[src/sv/pilb_pkg.sv]
// Package for the position indicator LED blinker: payload types and constants.
// No dependencies; used by the channel interfaces and the top level.
`default_nettype none
package pilb_pkg;

  localparam int unsigned BLINK_PERIOD = 10;
  localparam int unsigned BLINK_HALF   = BLINK_PERIOD / 2;
  localparam int unsigned CNT_W        = 4;
  localparam int unsigned POS_W        = 3;
  localparam int unsigned ROW_W        = 8;
  localparam int unsigned DUTY_W       = 7;
  localparam int unsigned PCNT_W       = 4;
  localparam int unsigned SHIFT_BITS   = 16;
  localparam int unsigned PADDR_W      = 3;
  localparam int unsigned PDATA_W      = 32;

  localparam logic [DUTY_W-1:0] FLASH_DUTY = 7'd30;
  localparam logic [DUTY_W-1:0] MAX_DUTY   = 7'd100;
  localparam logic [ROW_W-1:0]  FULL_ROW   = 8'hff;
  localparam logic [PCNT_W-1:0] PCNT_RESET = 4'd8;

  localparam logic [0:0] REG_POSITION_COUNT = 1'b0;

  typedef struct packed {
    logic [POS_W-1:0]  current_position;
    logic [POS_W-1:0]  optimal_position;
    logic [DUTY_W-1:0] brightness_setting;
    logic              mirror_positions;
    logic              swap_rows;
    logic              blink_first;
    logic              blink_second;
    logic              flash_first;
    logic              flash_second;
    logic              flash_both;
  } in_t;

  typedef struct packed {
    logic [ROW_W-1:0]      first_row;
    logic [ROW_W-1:0]      second_row;
    logic [SHIFT_BITS-1:0] shift_word;
    logic                  rewrite;
    logic [DUTY_W-1:0]     duty_percent;
  } out_t;

endpackage
`default_nettype wire

[src/sv/pilb_if.sv]
// Valid/ready channel interfaces for the blinker's input and result transactions.
// Depends on pilb_pkg for the payload types.
`default_nettype none
interface pilb_in_if;
  logic          valid;
  logic          ready;
  pilb_pkg::in_t payload;
  modport source (output valid, output payload, input ready);
  modport sink   (input valid, input payload, output ready);
endinterface

interface pilb_out_if;
  logic           valid;
  logic           ready;
  pilb_pkg::out_t payload;
  modport source (output valid, output payload, input ready);
  modport sink   (input valid, input payload, output ready);
endinterface
`default_nettype wire

[src/sv/position_indicator_led_blinker.sv]
// Position indicator LED blinker: input register, row logic, result register.
// Depends on pilb_pkg and the channel interfaces in pilb_if.sv.
// Path: the input transaction loads s1_item_r, the row logic works on it, and out_item_r drives the result.
// Throughput: one transaction per cycle while out_ch.ready holds, set by the single input and result register pair.
// Reset: synchronous active-low; blink counter and last rows clear, position_count to 8.
`default_nettype none
module position_indicator_led_blinker (
  input  wire logic                          clk,
  input  wire logic                          rst_n,
  pilb_in_if.sink                            in_ch,
  pilb_out_if.source                         out_ch,
  input  wire logic                          psel,
  input  wire logic                          penable,
  input  wire logic                          pwrite,
  input  wire logic [pilb_pkg::PADDR_W-1:0]  paddr,
  input  wire logic [pilb_pkg::PDATA_W-1:0]  pwdata,
  output logic      [pilb_pkg::PDATA_W-1:0]  prdata,
  output logic                               pready
);
  import pilb_pkg::*;

  logic              s1_valid_r;
  in_t               s1_item_r;
  logic              out_valid_r;
  out_t              out_item_r;
  out_t              res_nxt;
  logic [CNT_W-1:0]  blink_count_r;
  logic [CNT_W-1:0]  blink_count_nxt;
  logic [CNT_W:0]    blink_sum;
  logic [ROW_W-1:0]  last_first_row_r;
  logic [ROW_W-1:0]  last_second_row_r;
  logic [PCNT_W-1:0] position_count_r;
  logic              advance;
  logic              in_ready;
  logic              cfg_wr;
  logic              first_half;
  logic [POS_W-1:0]  cur_pos;
  logic [POS_W-1:0]  opt_pos;
  logic [POS_W+1:0]  cur_m;
  logic [POS_W+1:0]  opt_m;
  logic [ROW_W-1:0]  row1;
  logic [ROW_W-1:0]  row2;
  logic [DUTY_W-1:0] duty;

  assign advance      = !out_valid_r || out_ch.ready;
  assign in_ready     = !s1_valid_r || advance;
  assign in_ch.ready  = in_ready;
  assign out_ch.valid = out_valid_r;
  assign out_ch.payload = out_item_r;

  assign pready = 1'b1;
  assign cfg_wr = psel && penable && pwrite && (paddr[PADDR_W-1] == REG_POSITION_COUNT);
  assign prdata = (paddr[PADDR_W-1] == REG_POSITION_COUNT)
                  ? {{(PDATA_W-PCNT_W){1'b0}}, position_count_r} : '0;

  assign first_half      = blink_count_r < CNT_W'(BLINK_HALF);
  assign blink_sum       = {1'b0, blink_count_r} + (CNT_W+1)'(1);
  assign blink_count_nxt = (blink_sum >= (CNT_W+1)'(BLINK_PERIOD)) ? '0 : blink_sum[CNT_W-1:0];

  always_comb begin
    cur_pos = s1_item_r.swap_rows ? s1_item_r.optimal_position : s1_item_r.current_position;
    opt_pos = s1_item_r.swap_rows ? s1_item_r.current_position : s1_item_r.optimal_position;
    if (s1_item_r.mirror_positions) begin
      cur_m = {1'b0, position_count_r} - (POS_W+2)'(1) - {2'b00, cur_pos};
      opt_m = {1'b0, position_count_r} - (POS_W+2)'(1) - {2'b00, opt_pos};
    end else begin
      cur_m = {2'b00, cur_pos};
      opt_m = {2'b00, opt_pos};
    end
    row1 = (cur_m[POS_W+1:POS_W] == 2'b00) ? (ROW_W'(1) << cur_m[POS_W-1:0]) : '0;
    row2 = (opt_m[POS_W+1:POS_W] == 2'b00) ? (ROW_W'(1) << opt_m[POS_W-1:0]) : '0;
    duty = (s1_item_r.brightness_setting > MAX_DUTY) ? '0
           : MAX_DUTY - s1_item_r.brightness_setting;

    if (s1_item_r.blink_first && first_half) row1 = '0;
    if (s1_item_r.blink_second && first_half) row2 = '0;
    if (s1_item_r.flash_first) begin
      if (first_half) begin
        row1 = '0;
      end else begin
        row1 = FULL_ROW;
        duty = FLASH_DUTY;
      end
    end
    if (s1_item_r.flash_second) begin
      if (first_half) begin
        row2 = '0;
      end else begin
        row2 = FULL_ROW;
        duty = FLASH_DUTY;
      end
    end
    if (s1_item_r.flash_both) begin
      row1 = first_half ? '0 : FULL_ROW;
      row2 = first_half ? FULL_ROW : '0;
      duty = FLASH_DUTY;
    end

    res_nxt.first_row    = row1;
    res_nxt.second_row   = row2;
    res_nxt.duty_percent = duty;
    res_nxt.rewrite      = (row1 != last_first_row_r) || (row2 != last_second_row_r);
    for (int k = 0; k < ROW_W; k++) begin
      res_nxt.shift_word[2*k]   = row1[k];
      res_nxt.shift_word[2*k+1] = row2[k];
    end
  end

  always_ff @(posedge clk) begin
    if (!rst_n) begin
      s1_valid_r        <= 1'b0;
      out_valid_r       <= 1'b0;
      blink_count_r     <= '0;
      last_first_row_r  <= '0;
      last_second_row_r <= '0;
      position_count_r  <= PCNT_RESET;
    end else begin
      if (cfg_wr) position_count_r <= pwdata[PCNT_W-1:0];
      if (in_ready) s1_valid_r <= in_ch.valid;
      if (advance) begin
        out_valid_r <= s1_valid_r;
        if (s1_valid_r) begin
          blink_count_r <= blink_count_nxt;
          if (res_nxt.rewrite) begin
            last_first_row_r  <= row1;
            last_second_row_r <= row2;
          end
        end
      end
    end
  end

  always_ff @(posedge clk) begin
    if (in_ch.valid && in_ready) s1_item_r <= in_ch.payload;
    if (advance && s1_valid_r) out_item_r <= res_nxt;
  end

endmodule
`default_nettype wire

[src/flat_wrapper.sv]
// flat-port wrapper written by rule: the top's interface ports become plain ports
module position_indicator_led_blinker_flat import pilb_pkg::*;
  (clk, rst_n, psel, penable, pwrite, paddr, pwdata, prdata, pready, in_ch_valid, in_ch_payload, in_ch_ready, out_ch_valid, out_ch_payload, out_ch_ready);
  pilb_in_if in_ch_i ();
  pilb_out_if out_ch_i ();
  input  wire logic clk;
  input  wire logic rst_n;
  input  wire logic psel;
  input  wire logic penable;
  input  wire logic pwrite;
  input  wire logic [pilb_pkg::PADDR_W-1:0] paddr;
  input  wire logic [pilb_pkg::PDATA_W-1:0] pwdata;
  output logic      [pilb_pkg::PDATA_W-1:0] prdata;
  output logic pready;
  input wire logic [$bits(in_ch_i.valid)-1:0] in_ch_valid;
  input wire logic [$bits(in_ch_i.payload)-1:0] in_ch_payload;
  output wire logic [$bits(in_ch_i.ready)-1:0] in_ch_ready;
  output wire logic [$bits(out_ch_i.valid)-1:0] out_ch_valid;
  output wire logic [$bits(out_ch_i.payload)-1:0] out_ch_payload;
  input wire logic [$bits(out_ch_i.ready)-1:0] out_ch_ready;
  assign in_ch_i.valid = in_ch_valid;
  assign in_ch_i.payload = in_ch_payload;
  assign in_ch_ready = in_ch_i.ready;
  assign out_ch_valid = out_ch_i.valid;
  assign out_ch_payload = out_ch_i.payload;
  assign out_ch_i.ready = out_ch_ready;
  position_indicator_led_blinker u_core (.clk(clk), .rst_n(rst_n), .in_ch(in_ch_i), .out_ch(out_ch_i), .psel(psel), .penable(penable), .pwrite(pwrite), .paddr(paddr), .pwdata(pwdata), .prdata(prdata), .pready(pready));
endmodule
[config.mk]
export PLATFORM = sky130hd
export DESIGN_NAME = position_indicator_led_blinker_flat
export DESIGN_NICKNAME = d
export VERILOG_FILES = /design/src/sv/pilb_pkg.sv /design/src/sv/pilb_if.sv /design/src/sv/position_indicator_led_blinker.sv /design/src/flat_wrapper.sv
export SDC_FILE = /design/constraint.sdc
export NUM_CORES = 1
export LEC_CHECK = 0
export BUFFER_PORTS_ARGS = -buffer_cell sky130_fd_sc_hd__buf_2
export CORE_MARGIN = 4
export CORE_UTILIZATION = 50
export CTS_BUF_LIST = sky130_fd_sc_hd__clkbuf_8
export DETAILED_ROUTE_END_ITERATION = 8
export PLACE_DENSITY = 0.78
export SLEW_MARGIN = 20
export SYNTH_ARGS = -nofsm -noshare
export SYNTH_HDL_FRONTEND = slang
export SYNTH_SLANG_ARGS = --single-unit
[constraint.sdc]
create_clock -name clk -period 6.4 [get_ports clk]
set_input_delay 0.96 -clock clk [delete_from_list [all_inputs] [get_ports clk]]
set_output_delay 0.96 -clock clk [all_outputs]
set_load 0.01 [all_outputs]
Word-level counts from Yosys, hierarchy flattened
Cells that the tools add are included.
- add/subtract/negate cells: 5
- bitwise gates (word level): 1
- shifts and indexed selects: 2
- eq/ne operators: 2
- mux-type cells: 21
- $lt $le $gt $ge: 3
- reductions and logical operators: 16
- operators by type and width (operator ; count):
    two-way mux 8 bit ; 10
    two-way mux 7 bit ; 5
    inequality test 8 bit ; 2
    << shifter 1 x 3 -> 8 bit (first input constant) ; 2
    two-way mux 5 bit ; 2
    subtractor 5 x 3 -> 5 bit ; 2
    two-way mux 4 bit ; 2
    greater-than comparator 7 bit (second input constant) ; 1
    logical AND 1 bit ; 7
    subtractor 7 bit (first input constant) ; 1
    two-way mux 3 bit ; 2
    adder 4 x 1 -> 5 bit (second input constant) ; 1
    greater-or-equal comparator 5 x 4 -> 1 bit (second input constant) ; 1
    subtractor 4 x 1 -> 5 bit (second input constant) ; 1
    logical NOT 2 bit ; 2
    < comparator 4 x 3 -> 1 bit (second input constant) ; 1
    logical OR 1 bit ; 3
    AND reduction 3 bit ; 1
    logical NOT 1 bit ; 2
    AND reduction 2 bit ; 1
    NOT 1 bit ; 1
- input bits: 62
- register bits: 86
- logic and storage cells: 71
- output and inout bits: 75

Longest topological paths before layout
- depth after elaboration: 11
- gate-level depth with buffers: 15
- mapped depth without buffers: 13

Worst setup path after synthesis
Ideal clock, no wire load.
- path kind: register to register
- start point: register u_core.s1_item_r[5] in the netlist's numbering
- end point: register u_core.last_first_row_r[7]
- path buffers: 3
- setup slack: 2.969 ns
- library setup time: 0.072 ns
- arrival time: 3.360 ns
- clock period less this slack: 3.431 ns
- cell stages (with the launch flop): 16
- required time: 6.328 ns
- cell sequence: edfxtp_1 > buf_6 > mux2_4 > ha_1 > fa_1 > and3b_1 > o2111ai_2 > o221ai_2 > a221oi_4 > buf_6 > a41oi_2 > nor3_1 > a211oi_2 > a31oi_4 > buf_6 > mux2i_1
- word-level cells in the longest chain between the ends: 11
- elaborated cells between the ends (all ways): 22
- those cells by class: add/sub (2); eq/ne (2); shift (2); mux (12); reduce/logical (4)
- RTL lines (item ; line ; source):
    from (decl) ; position_indicator_led_blinker.sv:23 ; in_t s1_item_r;
    from (signal assigned) ; position_indicator_led_blinker.sv:134 ; if (in_ch.valid && in_ready) s1_item_r <= in_ch.payload;
    two-way mux 3 bit, on equally long branches ; position_indicator_led_blinker.sv:61, position_indicator_led_blinker.sv:62 ;
    subtractor 5 x 3 -> 5 bit, on equally long branches ; position_indicator_led_blinker.sv:64, position_indicator_led_blinker.sv:65 ;
    two-way mux 5 bit ; position_indicator_led_blinker.sv:63 ; if (s1_item_r.mirror_positions) begin
    << shifter 1 x 3 -> 8 bit (tied with other cells) ; position_indicator_led_blinker.sv:70 ; row1 = (cur_m[POS_W+1:POS_W] == 2'b00) ? (ROW_W'(1) << cur_m[POS_W-1:0]) : '0;
    two-way mux 8 bit, on equally long branches ; position_indicator_led_blinker.sv:70, position_indicator_led_blinker.sv:71 ;
    two-way mux 8 bit, on equally long branches ; position_indicator_led_blinker.sv:75, position_indicator_led_blinker.sv:76 ;
    two-way mux 8 bit, on equally long branches ; position_indicator_led_blinker.sv:77, position_indicator_led_blinker.sv:85 ;
    two-way mux 8 bit ; position_indicator_led_blinker.sv:93 ; if (s1_item_r.flash_both) begin
    inequality test 8 bit ; position_indicator_led_blinker.sv:102 ; res_nxt.rewrite = (row1 != last_first_row_r) || (row2 != last_second_row_r);
    logical OR 1 bit ; position_indicator_led_blinker.sv:102 ;
    AND reduction 3 bit (no line) ; - ;
    to (signal assigned) ; position_indicator_led_blinker.sv:125 ; last_first_row_r <= row1;
    to (decl) ; position_indicator_led_blinker.sv:30 ; logic [ROW_W-1:0] last_first_row_r;
Several ways; a longest one is shown, not always the timed one.
A chain may end at the register's enable or synchronous reset.

==> impl_metrics.json <==
{
  "rsz0062_at_grt": "false",
  "finalSetupTns_ps": 0,
  "yosysSeqAreaShare": 0.4190,
  "drive_above_1_share": 0.2530,
  "max_freq_ghz": 0.2379,
  "area_growth_pct": 9.934,
  "dp_hpwl_mm": 6.527,
  "start_util": 0.5244,
  "clock_latency_ps": 360,
  "grt_usage": 0.1726,
  "synth_flop_cell": "edfxtp_1",
  "place.gp.congestion": 0.9090,
  "setup_viol": 0,
  "synth_cell_type_count": 76,
  "cp_data_arrival_time_ps": 4480,
  "final_cell_mix": "buf_2 (77), nand2_1 (51), edfxtp_1 (44), conb_1 (29), dfxtp_1 (26)",
  "post_cts_resize_count": 0,
  "start_kind": "flip-flop",
  "worst_hold_path_type": "reg -> reg",
  "end_kind": "flip-flop",
  "peakVddDrop_uv": 128.8,
  "first_iter_violations": 139,
  "n_antenna_cell": 0,
  "hold-worst-slack_ps": 486.0,
  "drt_wl_total_mm": 8.683,
  "vias_per_cell": 5.476,
  "relSlewSlack": 0.3313,
  "dieArea_mm2": 0.01036,
  "ys_async_sr_fraction": 0,
  "status": "finished, final reports clean",
  "dieHeight_um": 101.8,
  "grt_pass1_wl_mm": 13.86,
  "tightestPinTransition_ps": 996.8,
  "cts_hold_buf": 0,
  "yosys-top-cells-area": "edfxtp_1 (30%), dfxtp_1 (12%), buf_4 (7.7%), mux2i_1 (4.8%), nand2_1 (4.4%)",
  "drv_cap": 0,
  "row_count": 33,
  "p_per_area_mw_per_mm2": 226.0,
  "drc": 0,
  "postRouteAntennaNets": 0,
  "finalNetCount": 564,
  "ys_seq_elements": 70,
  "leakagePower_nw": 1.943,
  "netlist.area_leader.share": 0.3006,
  "avgSynthCellArea_um2": 10.20,
  "syn_inst": 431,
  "grt_antenna_before_repair": 0,
  "first_pass_iters": 4,
  "core_area_mm2": 0.008382,
  "cp_max_fo": 16,
  "io_buffers": 77,
  "cts_root_buffer": "clkbuf_8",
  "clkSlewWorstSetupHoldPaths_ps": 80,
  "crit_type": "reg -> reg",
  "grt_max_degree": 41,
  "skew_ps": 9.692,
  "grt.overflow.total": 0,
  "cts_num_sinks": 70,
  "fin_crit_ps": 4203,
  "fin_crit_sh": 0.6567,
  "tritoncts.num_buffers": 9,
  "slew_violations": 0,
  "ys_warn_count": 0,
  "syn_area_mm2": 0.004395,
  "ios": 137,
  "postCtsSetupRepairBufs": 0,
  "synth_edf_count": 44,
  "synth_area_leader_cell": "edfxtp_1",
  "clk_path_buf_depth": 2,
  "fp.dieW_um": 101.8,
  "cts_tree": "yes",
  "cp.required_ps": 6680,
  "final_hold_viol_count": 0,
  "htreeDepth": 3,
  "via_count": 3280,
  "grt_pass1_vias": 2977,
  "wl_per_cell_um": 14.50,
  "layout_commonest_cell": "buf_2"
}
==> synthesized netlist by cell type (all sizes together) (7+ instances only) <==
library cell and count:
nor2b 12, nor3 13, inv 19, mux2i 21, nor2 18, ha 11, nor3b 7, edfxtp 44
nand3 14, o21a 8, nand4b 7, o21ai 25, buf 51, dfxtp 26, a21oi 9, nand2 51
==> state kept, by name (all words and copies together), names as in the netlist <==
name                      count
u_core.blink_count_r          4
u_core.last_first_row_r       8
u_core.last_second_row_r      8
u_core.out_ch.payload        24
u_core.out_ch.valid           1
u_core.position_count_r       4
u_core.s1_item_r             20
u_core.s1_valid_r             1
==> through the flow <==
step	instances	setup slack [ps]	area (um^2)	total power [W]	util
6_report	599	2197	4832	0.001092	0.5765
5_1_grt	599	1835	4832	0.001149	0.5765
4_1_cts	599	2161	4832	0.001099	0.5765
3_5_place_dp	583	2252	4606	0.0006962	0.5495
3_3_place_gp	583	2356	4606	0.0006888	0.5495
2_1_floorplan	458	2969	4497	0.0006697	-
==> final cells by class <==
cell class | count | area, um^2
fill | 717 | 3550
multi-input combinational | 312 | 2176
sequential | 70 | 1842
timing repair buffer | 77 | 385.4
tap | 105 | 131.4
clock buffer | 9 | 123.9
clock inverter | 7 | 102.6
inverter | 19 | 71.32
==> logic make-up after synthesis <==
group | count (synthesis) | share of synthesized area
DFF | 70 | 0.4190
xor gates and xnor gates | 10 | 0.02164
adders and majority gates | 13 | 0.04042
and+or+nand+nor | 156 | 0.2018
other | 2 | 0.001709
AOI/OAI and AO/OA | 78 | 0.1440
buffers and inverters | 76 | 0.1090
muxes | 26 | 0.06234
==> path summary, 6_finish.rpt <==
kind,from,endpoint,slack [ps],cells past startpoint
worst max-delay path,u_core.s1_item_r[5]$_DFFE_PP_,u_core.last_first_row_r[7]$_SDFFE_PN0P_,2200,12
worst min-delay path,u_core.last_second_row_r[0]$_SDFFE_PN0P_,u_core.last_second_row_r[0]$_SDFFE_PN0P_,490,2
worst max register to register,u_core.s1_item_r[5]$_DFFE_PP_,u_core.last_first_row_r[7]$_SDFFE_PN0P_,2200,12
worst min register to register,u_core.last_second_row_r[0]$_SDFFE_PN0P_,u_core.last_second_row_r[0]$_SDFFE_PN0P_,490,2
==> metal layers <==
metal / wire length, um / global-route usage / share of wire / vias up
li1: - / - / - / 1604
met1: 3548 / 0.2097 / 0.41 / 1550
met2: 4329 / 0.2852 / 0.50 / 106
met3: 574 / 0.04683 / 0.066 / 20
met4: 230 / 0.07975 / 0.026 / 0
met5: 0 / 0 / 0 / -
==> where the power goes <==
| group | total [W] | switching, W | leakage (nW) | internal, W |
|---|---|---|---|---|
| Sequential | 0.000518 | 0.0000164 | 0.630 | 0.000502 |
| Clock | 0.000404 | 0.000180 | 0.111 | 0.000224 |
| Combinational | 0.000170 | 0.000104 | 1.20 | 0.0000661 |
==> critical path, cell delays in order, from the launching register on <==
cell       delay (ps)
edfxtp_1          510
mux2_4            350
ha_1              220
fa_1              400
and3b_1           210
o2111ai_2         110
o221ai_2          150
a221oi_4          580
a31o_2            300
xor2_1            310
nor4b_4           100
a31oi_4           610
mux2i_1           270
No activity file was read; power rests on OpenSTA's default activity.
